$ cat config.mk
export PLATFORM = sky130hd
export DESIGN_NAME = extent_coalesce_window_carve_core
export DESIGN_NICKNAME = d
export VERILOG_FILES = /design/src/rtl/core/ecwc_pkg.sv /design/src/rtl/core/ecwc_csr.sv /design/src/rtl/core/ecwc_merge.sv /design/src/rtl/core/ecwc_carve.sv /design/src/rtl/core/extent_coalesce_window_carve_core.sv
export SDC_FILE = /design/constraint.sdc
export NUM_CORES = 2
export LEC_CHECK = 0
export ABC_AREA = 0
export BUFFER_PORTS_ARGS = -buffer_cell sky130_fd_sc_hd__buf_2
export CAP_MARGIN = 10
export CORE_UTILIZATION = 60
export CTS_CLUSTER_SIZE = 14
export DETAILED_ROUTE_END_ITERATION = 16
export PLACE_DENSITY = 0.77
export SLEW_MARGIN = 20
export SYNTH_ARGS = -nofsm -noshare
export SYNTH_HDL_FRONTEND = slang
export SYNTH_SLANG_ARGS = --single-unit
$ cat constraint.sdc
create_clock -name clock -period 23 [get_ports clock]
set_input_delay 6.9 -clock clock [delete_from_list [all_inputs] [get_ports clock]]
set_output_delay 6.9 -clock clock [all_outputs]
set_load 0.02 [all_outputs]
$ cat src/rtl/core/ecwc_pkg.sv
// ----------------------------------------------------------------------------
// ecwc_pkg
// Shared codes for the extent coalesce and window carve core: command codes,
// control register indexes and the piece set carried by the carve stage.
// ----------------------------------------------------------------------------
package ecwc_pkg;

   typedef enum logic {
      CMD_EXTENT = 1'b0,
      CMD_FLUSH  = 1'b1
   } cmd_type;

   localparam int CSR_INDEX_BITS = 2;

   typedef enum logic [CSR_INDEX_BITS-1:0] {
      CSR_TARGET_BLOCK  = 2'd0,
      CSR_WINDOW_OFFSET = 2'd1,
      CSR_WINDOW_LENGTH = 2'd2
   } csr_index_type;

   typedef struct packed {
      logic head;
      logic tail;
   } piece_set_type;

endpackage

$ cat src/rtl/core/ecwc_csr.sv
// ----------------------------------------------------------------------------
// ecwc_csr
// Control registers: target block, window offset and window length, plus a
// registered window end (offset + length, one bit wider).
// ----------------------------------------------------------------------------
module ecwc_csr #(
   parameter int OFFSET_BITS = 48,
   parameter int BLOCK_BITS  = 32
) (
   input  logic                                      clock,
   input  logic                                      reset,
   input  logic                                      csr_valid,
   output logic                                      csr_ready,
   input  logic [ecwc_pkg::CSR_INDEX_BITS-1:0]       csr_index,
   input  logic [(BLOCK_BITS > OFFSET_BITS ? BLOCK_BITS : OFFSET_BITS)-1:0] csr_wdata,
   output logic [BLOCK_BITS-1:0]                     target_block,
   output logic [OFFSET_BITS-1:0]                    window_offset,
   output logic [OFFSET_BITS:0]                      window_end
);

   logic [BLOCK_BITS-1:0]  target_block_ff,  target_block_in;
   logic [OFFSET_BITS-1:0] window_offset_ff, window_offset_in;
   logic [OFFSET_BITS-1:0] window_length_ff, window_length_in;
   logic [OFFSET_BITS:0]   window_end_ff,    window_end_in;

   assign csr_ready = 1'b1;

   always_comb begin
      target_block_in  = target_block_ff;
      window_offset_in = window_offset_ff;
      window_length_in = window_length_ff;
      if (csr_valid && csr_ready) begin
         unique case (csr_index)
            ecwc_pkg::CSR_TARGET_BLOCK: begin
               target_block_in = csr_wdata[BLOCK_BITS-1:0];
            end
            ecwc_pkg::CSR_WINDOW_OFFSET: begin
               window_offset_in = csr_wdata[OFFSET_BITS-1:0];
            end
            ecwc_pkg::CSR_WINDOW_LENGTH: begin
               window_length_in = csr_wdata[OFFSET_BITS-1:0];
            end
            default: begin
            end
         endcase
      end
      window_end_in = {1'b0, window_offset_in} + {1'b0, window_length_in};
   end

   always_ff @(posedge clock) begin
      if (reset) begin
         target_block_ff  <= '0;
         window_offset_ff <= '0;
         window_length_ff <= '0;
         window_end_ff    <= '0;
      end else begin
         target_block_ff  <= target_block_in;
         window_offset_ff <= window_offset_in;
         window_length_ff <= window_length_in;
         window_end_ff    <= window_end_in;
      end
   end

   assign target_block  = target_block_ff;
   assign window_offset = window_offset_ff;
   assign window_end    = window_end_ff;

endmodule

$ cat src/rtl/core/ecwc_merge.sv
// ----------------------------------------------------------------------------
// ecwc_merge
// Pending extent holder. Folds same-block tail extensions, contained extents and
// head extensions into it; any other extent or a flush loads the emit register.
// ----------------------------------------------------------------------------
module ecwc_merge #(
   parameter int OFFSET_BITS = 48,
   parameter int BLOCK_BITS  = 32
) (
   input  logic                   clock,
   input  logic                   reset,
   input  logic                   req_valid,
   output logic                   req_stall,
   input  logic                   req_cmd,
   input  logic [BLOCK_BITS-1:0]  req_block_id,
   input  logic [OFFSET_BITS-1:0] req_start_offset,
   input  logic [OFFSET_BITS-1:0] req_extent_length,
   output logic                   emit_valid,
   input  logic                   emit_stall,
   output logic [BLOCK_BITS-1:0]  emit_block,
   output logic [OFFSET_BITS-1:0] emit_start,
   output logic [OFFSET_BITS:0]   emit_end
);

   logic                   pend_valid_ff, pend_valid_in;
   logic [BLOCK_BITS-1:0]  pend_block_ff, pend_block_in;
   logic [OFFSET_BITS-1:0] pend_start_ff, pend_start_in;
   logic [OFFSET_BITS:0]   pend_end_ff,   pend_end_in;

   logic                   emit_valid_ff, emit_valid_in;
   logic [BLOCK_BITS-1:0]  emit_block_ff, emit_block_in;
   logic [OFFSET_BITS-1:0] emit_start_ff, emit_start_in;
   logic [OFFSET_BITS:0]   emit_end_ff,   emit_end_in;

   logic                   accept;
   logic                   is_flush;
   logic                   same_block;
   logic                   tail_ext;
   logic                   contained;
   logic                   head_ext;
   logic                   emit_load;
   logic [OFFSET_BITS:0]   new_start;
   logic [OFFSET_BITS:0]   new_end;
   logic [OFFSET_BITS:0]   pend_start_w;

   assign req_stall = emit_valid_ff && emit_stall;
   assign accept    = req_valid && !req_stall;
   assign is_flush  = ecwc_pkg::cmd_type'(req_cmd) == ecwc_pkg::CMD_FLUSH;

   assign new_start    = {1'b0, req_start_offset};
   assign new_end      = {1'b0, req_start_offset} + {1'b0, req_extent_length};
   assign pend_start_w = {1'b0, pend_start_ff};

   assign same_block = pend_valid_ff && (pend_block_ff == req_block_id);
   assign tail_ext   = (pend_start_w < new_start) && (pend_end_ff >= new_start)
                       && (pend_end_ff <= new_end);
   assign contained  = (new_start >= pend_start_w) && (new_end <= pend_end_ff);
   assign head_ext   = (new_start <= pend_start_w) && (pend_start_w <= new_end)
                       && (new_end < pend_end_ff);

   always_comb begin
      pend_valid_in = pend_valid_ff;
      pend_block_in = pend_block_ff;
      pend_start_in = pend_start_ff;
      pend_end_in   = pend_end_ff;
      emit_load     = 1'b0;
      if (accept) begin
         priority if (is_flush) begin
            emit_load     = pend_valid_ff;
            pend_valid_in = 1'b0;
         end else if (same_block && tail_ext) begin
            pend_end_in = new_end;
         end else if (same_block && contained) begin
            pend_end_in = pend_end_ff;
         end else if (same_block && head_ext) begin
            pend_start_in = req_start_offset;
         end else begin
            emit_load     = pend_valid_ff;
            pend_valid_in = 1'b1;
            pend_block_in = req_block_id;
            pend_start_in = req_start_offset;
            pend_end_in   = new_end;
         end
      end
   end

   always_comb begin
      emit_valid_in = emit_valid_ff && emit_stall;
      emit_block_in = emit_block_ff;
      emit_start_in = emit_start_ff;
      emit_end_in   = emit_end_ff;
      if (emit_load) begin
         emit_valid_in = 1'b1;
         emit_block_in = pend_block_ff;
         emit_start_in = pend_start_ff;
         emit_end_in   = pend_end_ff;
      end
   end

   always_ff @(posedge clock) begin
      if (reset) begin
         pend_valid_ff <= 1'b0;
         emit_valid_ff <= 1'b0;
      end else begin
         pend_valid_ff <= pend_valid_in;
         emit_valid_ff <= emit_valid_in;
      end
   end

   always_ff @(posedge clock) begin
      pend_block_ff <= pend_block_in;
      pend_start_ff <= pend_start_in;
      pend_end_ff   <= pend_end_in;
      emit_block_ff <= emit_block_in;
      emit_start_ff <= emit_start_in;
      emit_end_ff   <= emit_end_in;
   end

   assign emit_valid = emit_valid_ff;
   assign emit_block = emit_block_ff;
   assign emit_start = emit_start_ff;
   assign emit_end   = emit_end_ff;

   a_pend_ordered: assert property (@(posedge clock) disable iff (reset)
      pend_valid_ff |-> (pend_end_ff >= {1'b0, pend_start_ff}))
      else $error("pending extent end below its start");

   a_flush_empties: assert property (@(posedge clock) disable iff (reset)
      (accept && is_flush) |=> !pend_valid_ff)
      else $error("pending extent survives a flush");

endmodule

$ cat src/rtl/core/ecwc_carve.sv
// ----------------------------------------------------------------------------
// ecwc_carve
// Window carve-out on the emitted extent and the result register. Holds a
// head piece and a tail piece and presents them one transaction at a time.
// ----------------------------------------------------------------------------
module ecwc_carve #(
   parameter int OFFSET_BITS = 48,
   parameter int BLOCK_BITS  = 32
) (
   input  logic                   clock,
   input  logic                   reset,
   input  logic [BLOCK_BITS-1:0]  target_block,
   input  logic [OFFSET_BITS-1:0] window_offset,
   input  logic [OFFSET_BITS:0]   window_end,
   input  logic                   emit_valid,
   output logic                   emit_stall,
   input  logic [BLOCK_BITS-1:0]  emit_block,
   input  logic [OFFSET_BITS-1:0] emit_start,
   input  logic [OFFSET_BITS:0]   emit_end,
   output logic                   rsp_valid,
   input  logic                   rsp_stall,
   output logic [BLOCK_BITS-1:0]  rsp_out_block,
   output logic [OFFSET_BITS:0]   rsp_out_offset,
   output logic [OFFSET_BITS:0]   rsp_out_length,
   output logic                   rsp_last
);

   ecwc_pkg::piece_set_type set_ff, set_in, carve_set;

   logic [BLOCK_BITS-1:0]  block_ff,    block_in;
   logic [OFFSET_BITS-1:0] start_ff,    start_in;
   logic [OFFSET_BITS:0]   head_len_ff, head_len_in;
   logic [OFFSET_BITS:0]   tail_off_ff, tail_off_in;
   logic [OFFSET_BITS:0]   tail_len_ff, tail_len_in;

   logic [OFFSET_BITS:0]   ext_start;
   logic [OFFSET_BITS:0]   win_start;
   logic [OFFSET_BITS:0]   whole_len;
   logic [OFFSET_BITS:0]   cut_len;
   logic [OFFSET_BITS:0]   carve_head_len;
   logic                   take;
   logic                   load;

   assign ext_start = {1'b0, emit_start};
   assign win_start = {1'b0, window_offset};
   assign whole_len = emit_end - ext_start;
   assign cut_len   = win_start - ext_start;

   always_comb begin
      carve_set      = '0;
      carve_head_len = whole_len;
      priority if (emit_block != target_block) begin
         carve_set.head = 1'b1;
      end else if ((win_start <= ext_start) && (window_end >= emit_end)) begin
         carve_set = '0;
      end else if ((win_start >= ext_start) && (window_end <= emit_end)) begin
         carve_set.head = win_start > ext_start;
         carve_set.tail = 1'b1;
         carve_head_len = cut_len;
      end else if ((win_start <= ext_start) && (window_end >= ext_start)
                   && (window_end <= emit_end)) begin
         carve_set.tail = 1'b1;
      end else if ((win_start >= ext_start) && (win_start <= emit_end)
                   && (window_end >= emit_end)) begin
         carve_set.head = win_start > ext_start;
         carve_head_len = cut_len;
      end else begin
         carve_set.head = 1'b1;
      end
   end

   assign rsp_valid  = set_ff.head || set_ff.tail;
   assign rsp_last   = !(set_ff.head && set_ff.tail);
   assign take       = rsp_valid && !rsp_stall;
   assign emit_stall = rsp_valid && !(take && rsp_last);
   assign load       = emit_valid && !emit_stall;

   always_comb begin
      set_in      = set_ff;
      block_in    = block_ff;
      start_in    = start_ff;
      head_len_in = head_len_ff;
      tail_off_in = tail_off_ff;
      tail_len_in = tail_len_ff;
      priority if (load) begin
         set_in      = carve_set;
         block_in    = emit_block;
         start_in    = emit_start;
         head_len_in = carve_head_len;
         tail_off_in = window_end;
         tail_len_in = emit_end - window_end;
      end else if (take && set_ff.head) begin
         set_in.head = 1'b0;
      end else if (take) begin
         set_in.tail = 1'b0;
      end else begin
         set_in = set_ff;
      end
   end

   always_ff @(posedge clock) begin
      if (reset) begin
         set_ff <= '0;
      end else begin
         set_ff <= set_in;
      end
   end

   always_ff @(posedge clock) begin
      block_ff    <= block_in;
      start_ff    <= start_in;
      head_len_ff <= head_len_in;
      tail_off_ff <= tail_off_in;
      tail_len_ff <= tail_len_in;
   end

   assign rsp_out_block  = block_ff;
   assign rsp_out_offset = set_ff.head ? {1'b0, start_ff} : tail_off_ff;
   assign rsp_out_length = set_ff.head ? head_len_ff : tail_len_ff;

   a_second_piece: assert property (@(posedge clock) disable iff (reset)
      (take && !rsp_last) |=> (rsp_valid && rsp_last))
      else $error("tail piece lost after head piece");

   a_tail_inside: assert property (@(posedge clock) disable iff (reset)
      set_ff.tail |-> (tail_off_ff >= {1'b0, start_ff}))
      else $error("tail piece starts before its extent");

endmodule

$ cat src/rtl/core/extent_coalesce_window_carve_core.sv
// ----------------------------------------------------------------------------
// extent_coalesce_window_carve_core
// Extent coalescer with target window carve-out.
// ----------------------------------------------------------------------------
// Takes one request transaction per cycle while req_stall is low. Each extent
// is merged against the single pending extent in the cycle it is accepted; an
// extent that leaves the holder goes to the emit register and is carved against
// the window as it moves into the result register, which presents its pieces.
// An extent carved into a head and a tail piece is presented as two response
// transactions, head first; one wholly inside the target window gives none and
// every other case one. The window end is registered together with the control
// registers, so a control write applies to every carve after its clock edge.
// ----------------------------------------------------------------------------
module extent_coalesce_window_carve_core #(
   parameter int OFFSET_BITS = 48,
   parameter int BLOCK_BITS  = 32
) (
   input  logic                                      clock,
   input  logic                                      reset,
   input  logic                                      req_valid,
   output logic                                      req_stall,
   input  logic                                      req_cmd,
   input  logic [BLOCK_BITS-1:0]                     req_block_id,
   input  logic [OFFSET_BITS-1:0]                    req_start_offset,
   input  logic [OFFSET_BITS-1:0]                    req_extent_length,
   output logic                                      rsp_valid,
   input  logic                                      rsp_stall,
   output logic [BLOCK_BITS-1:0]                     rsp_out_block,
   output logic [OFFSET_BITS:0]                      rsp_out_offset,
   output logic [OFFSET_BITS:0]                      rsp_out_length,
   output logic                                      rsp_last,
   input  logic                                      csr_valid,
   output logic                                      csr_ready,
   input  logic [ecwc_pkg::CSR_INDEX_BITS-1:0]       csr_index,
   input  logic [(BLOCK_BITS > OFFSET_BITS ? BLOCK_BITS : OFFSET_BITS)-1:0] csr_wdata
);

   logic [BLOCK_BITS-1:0]  target_block;
   logic [OFFSET_BITS-1:0] window_offset;
   logic [OFFSET_BITS:0]   window_end;

   logic                   emit_valid;
   logic                   emit_stall;
   logic [BLOCK_BITS-1:0]  emit_block;
   logic [OFFSET_BITS-1:0] emit_start;
   logic [OFFSET_BITS:0]   emit_end;

   ecwc_csr #(
      .OFFSET_BITS (OFFSET_BITS),
      .BLOCK_BITS  (BLOCK_BITS)
   ) u_csr (
      .clock         (clock),
      .reset         (reset),
      .csr_valid     (csr_valid),
      .csr_ready     (csr_ready),
      .csr_index     (csr_index),
      .csr_wdata     (csr_wdata),
      .target_block  (target_block),
      .window_offset (window_offset),
      .window_end    (window_end)
   );

   ecwc_merge #(
      .OFFSET_BITS (OFFSET_BITS),
      .BLOCK_BITS  (BLOCK_BITS)
   ) u_merge (
      .clock             (clock),
      .reset             (reset),
      .req_valid         (req_valid),
      .req_stall         (req_stall),
      .req_cmd           (req_cmd),
      .req_block_id      (req_block_id),
      .req_start_offset  (req_start_offset),
      .req_extent_length (req_extent_length),
      .emit_valid        (emit_valid),
      .emit_stall        (emit_stall),
      .emit_block        (emit_block),
      .emit_start        (emit_start),
      .emit_end          (emit_end)
   );

   ecwc_carve #(
      .OFFSET_BITS (OFFSET_BITS),
      .BLOCK_BITS  (BLOCK_BITS)
   ) u_carve (
      .clock          (clock),
      .reset          (reset),
      .target_block   (target_block),
      .window_offset  (window_offset),
      .window_end     (window_end),
      .emit_valid     (emit_valid),
      .emit_stall     (emit_stall),
      .emit_block     (emit_block),
      .emit_start     (emit_start),
      .emit_end       (emit_end),
      .rsp_valid      (rsp_valid),
      .rsp_stall      (rsp_stall),
      .rsp_out_block  (rsp_out_block),
      .rsp_out_offset (rsp_out_offset),
      .rsp_out_length (rsp_out_length),
      .rsp_last       (rsp_last)
   );

endmodule

==> out/metrics.cfg <==
[sta]
maxSlewViolCount = 0
setup_viol = 0
fin_crit_ns = 14.94
tightest_slew_ns = 1.15
max_freq_mhz = 66.9
hold_viol = 0
rsz0062_at_grt = no
fin_crit_sh = 0.650
slew_headroom = 0.227
skew_ns = 0.0316
final.setup.tns_ns = 0
worst_hold_slack_ns = 0.466

[placed_design]
dpl_cell_area_um2 = 45700
io_buffers = 316
gp_congestion = 1.02
dp_hpwl_um = 99500

[synthesis]
synth_warnings = 0
synth-edff-count = 485
synth_area_per_cell_um2 = 10.4
ys_seq_area_frac = 0.422
syn-cell-area_um2 = 43100
synth_seq_cells = 666
syn_inst = 4134
synth_cell_types = 92
async_flop_share = 0
synth_fp_nets = 4849
synth-main-ff-cell = edfxtp_1

[clock_network]
path_clk_slew_ns = 0.06
cts_setup_buffers = 0
cts_root_buf = clkbuf_16
h-tree-depth = 3
clockBufferDepth = 3
ctsResizeCount = 0
cts_tree = yes
clkSinkCount = 666
holdBufCountCts = 0
cts_buffers = 71
insertion_delay_ns = 0.63

[global_route]
grtUsageTotal = 0.334
grt_max_degree = 96
grt_overflow = 0
antenna_found_initial = 15
grt_pass1_wl_um = 184000
grt_pass1_vias = 31600

[worst_hold_path]
holdPathEnd = u_merge.emit_block[12]
hold_depth = 0
min_from = u_merge.pend_block_ff[12]
min_path_type = reg2reg

[route]
drt_iter0_markers = 3220
drc = 0
first_pass_iters = 6
vias = 33400
wire_per_inst_um = 22.7
drt.antenna.violating_nets = 0
routed_wirelength_um = 124000
vias_per_cell = 6.13

[floorplan]
die_area_um2 = 72900
die_w_um = 270
rows = 97
ios = 318
start_util = 0.611
die_h_um = 270
core_area_um2 = 70500

[final_layout]
drive_gt1_frac = 0.154
final_util = 0.682
area_delta_synth_final_pct = 11.7
final_common_cell = ha_1
final_area_um2 = 48100
multiInputGateArea_um2 = 23400
seq_area_um2 = 18200
nets = 5167
fill_cells = 5358
layout_common_cells = 526 x ha_1, 485 x edfxtp_1, 316 x buf_2, 314 x inv_1, 310 x a21oi_1

[setup_path]
crit_path_end_kind = primary output
cpPeakStageDelay_ns = 0.48
crit_top_cell = buf_2
cp_max_fo = 4
worst-r2r-cell-count = 15
slowest_stage = maj3_1
rrSetupSlack_ns = 17.15
crit_chain = buf_2 > maj3_1 > nand2_1 > inv_1 > buf_2
r2r-start = u_merge.pend_end_ff[19]
rr_endpoint = u_merge.emit_start[16]
cp-start-kind = input pin
required_ns = 16.10
critical_path_class = in2out
arrival_ns = 8.04

[power]
p_leak_nw = 21.5
power_density_nw_per_um2 = 67.4
power.total_mw = 3.24
ir_worst_vdd_mv = 0.0530

[flow_run]
drv_cap = 0

[run_status]
outcome = finished clean

## worst max-delay path by stage
stage / to / cells past startpoint / start / slack [ns]
after global routing: req_stall / 5 / rsp_stall / 8.05
after global placement: req_stall / 5 / rsp_stall / 8.11
after floorplan: u_carve.set_ff[0] / 4 / rsp_stall / 4.42
after detailed placement: req_stall / 5 / rsp_stall / 8.08
after CTS: req_stall / 5 / rsp_stall / 8.09
final: req_stall / 5 / rsp_stall / 8.06
## cell usage after synthesis, drive strengths merged, types with 26 or more instances
master | instances | share of area
a21oi | 312 | 0.036
edfxtp | 485 | 0.34
nand4 | 65 | 0.0094
nor3 | 41 | 0.0048
inv | 315 | 0.027
o21bai | 35 | 0.0061
mux2 | 194 | 0.051
o21a | 38 | 0.0066
o31ai | 30 | 0.0052
nand3 | 86 | 0.010
a21o | 229 | 0.040
xnor2 | 125 | 0.025
nand2 | 251 | 0.022
a31oi | 33 | 0.0055
and3 | 38 | 0.0055
and2 | 106 | 0.015
nor2 | 205 | 0.018
clkbuf | 79 | 0.0069
nor4 | 26 | 0.0038
ha | 526 | 0.15
xor2 | 152 | 0.031
dfxtp | 181 | 0.084
nand2b | 47 | 0.0068
a211oi | 35 | 0.0062
o21ai | 200 | 0.024
nor2b | 57 | 0.0083
## kinds of logic (layout without fill, tap and decap cells)
group	count (synthesis)	after routing	synth area share
mux	206	206	0.0535
compound gates	1054	1054	0.160
other cells	1	7	0.0000871
flops	666	666	0.422
xor+xnor	279	279	0.0575
buf+inv	404	781	0.0356
fa+ha+maj	533	533	0.156
simple gates	991	991	0.116
## registers in the layout, summed over array words and instances, names as in the netlist
signal	count
u_merge.pend_valid_ff	1
u_merge.pend_end_ff	49
u_csr.window_end	49
u_carve.tail_len_ff	49
u_carve.start_ff	48
u_merge.emit_valid	1
u_carve.set_ff	2
u_merge.emit_start	48
u_merge.emit_block	32
u_csr.window_offset	48
u_merge.emit_end	49
u_carve.head_len_ff	49
u_merge.pend_block_ff	32
u_carve.rsp_out_block	32
u_csr.target_block	32
u_merge.pend_start_ff	48
u_csr.window_length_ff	48
u_carve.tail_off_ff	49
## worst max-delay path, delay by kind of cell
family | cells | cell delay (ns)
fa+ha+maj | 1 | 0.48
simple gates | 1 | 0.22
buf+inv | 3 | 0.44
## area by class of cell
class | count | share of cell area
antenna | 6 | 0.000312
timing repair buffer | 334 | 0.0357
multi-input combinational | 3064 | 0.487
tap | 940 | 0.0245
clock inverter | 41 | 0.00942
inverter | 315 | 0.0246
clock buffer | 91 | 0.0405
sequential | 666 | 0.378
## per-layer routing
| metal | global-route usage | vias to the layer above | routed length, um |
|---|---|---|---|
| li1 | - | 15900 | - |
| met1 | 0.475 | 15800 | 53600 |
| met2 | 0.505 | 1474 | 53600 |
| met3 | 0.0439 | 252 | 10900 |
| met4 | 0.154 | 14 | 5840 |
| met5 | 0 | - | 90 |
## where the power goes
part / internal (mW) / switching (mW)
registers: 1.36 / 0.0602
logic: 0.259 / 0.377
clock network: 0.687 / 0.495
total: 2.31 / 0.932
## stage by stage
step	cells	worst slack, ns
floorplan	4134	4.42
global placement	5319	8.11
detailed placement	5319	8.08
CTS	5451	8.09
global route	5456	8.05
finish	5457	8.06
No activity file was read; power rests on OpenSTA's default activity.
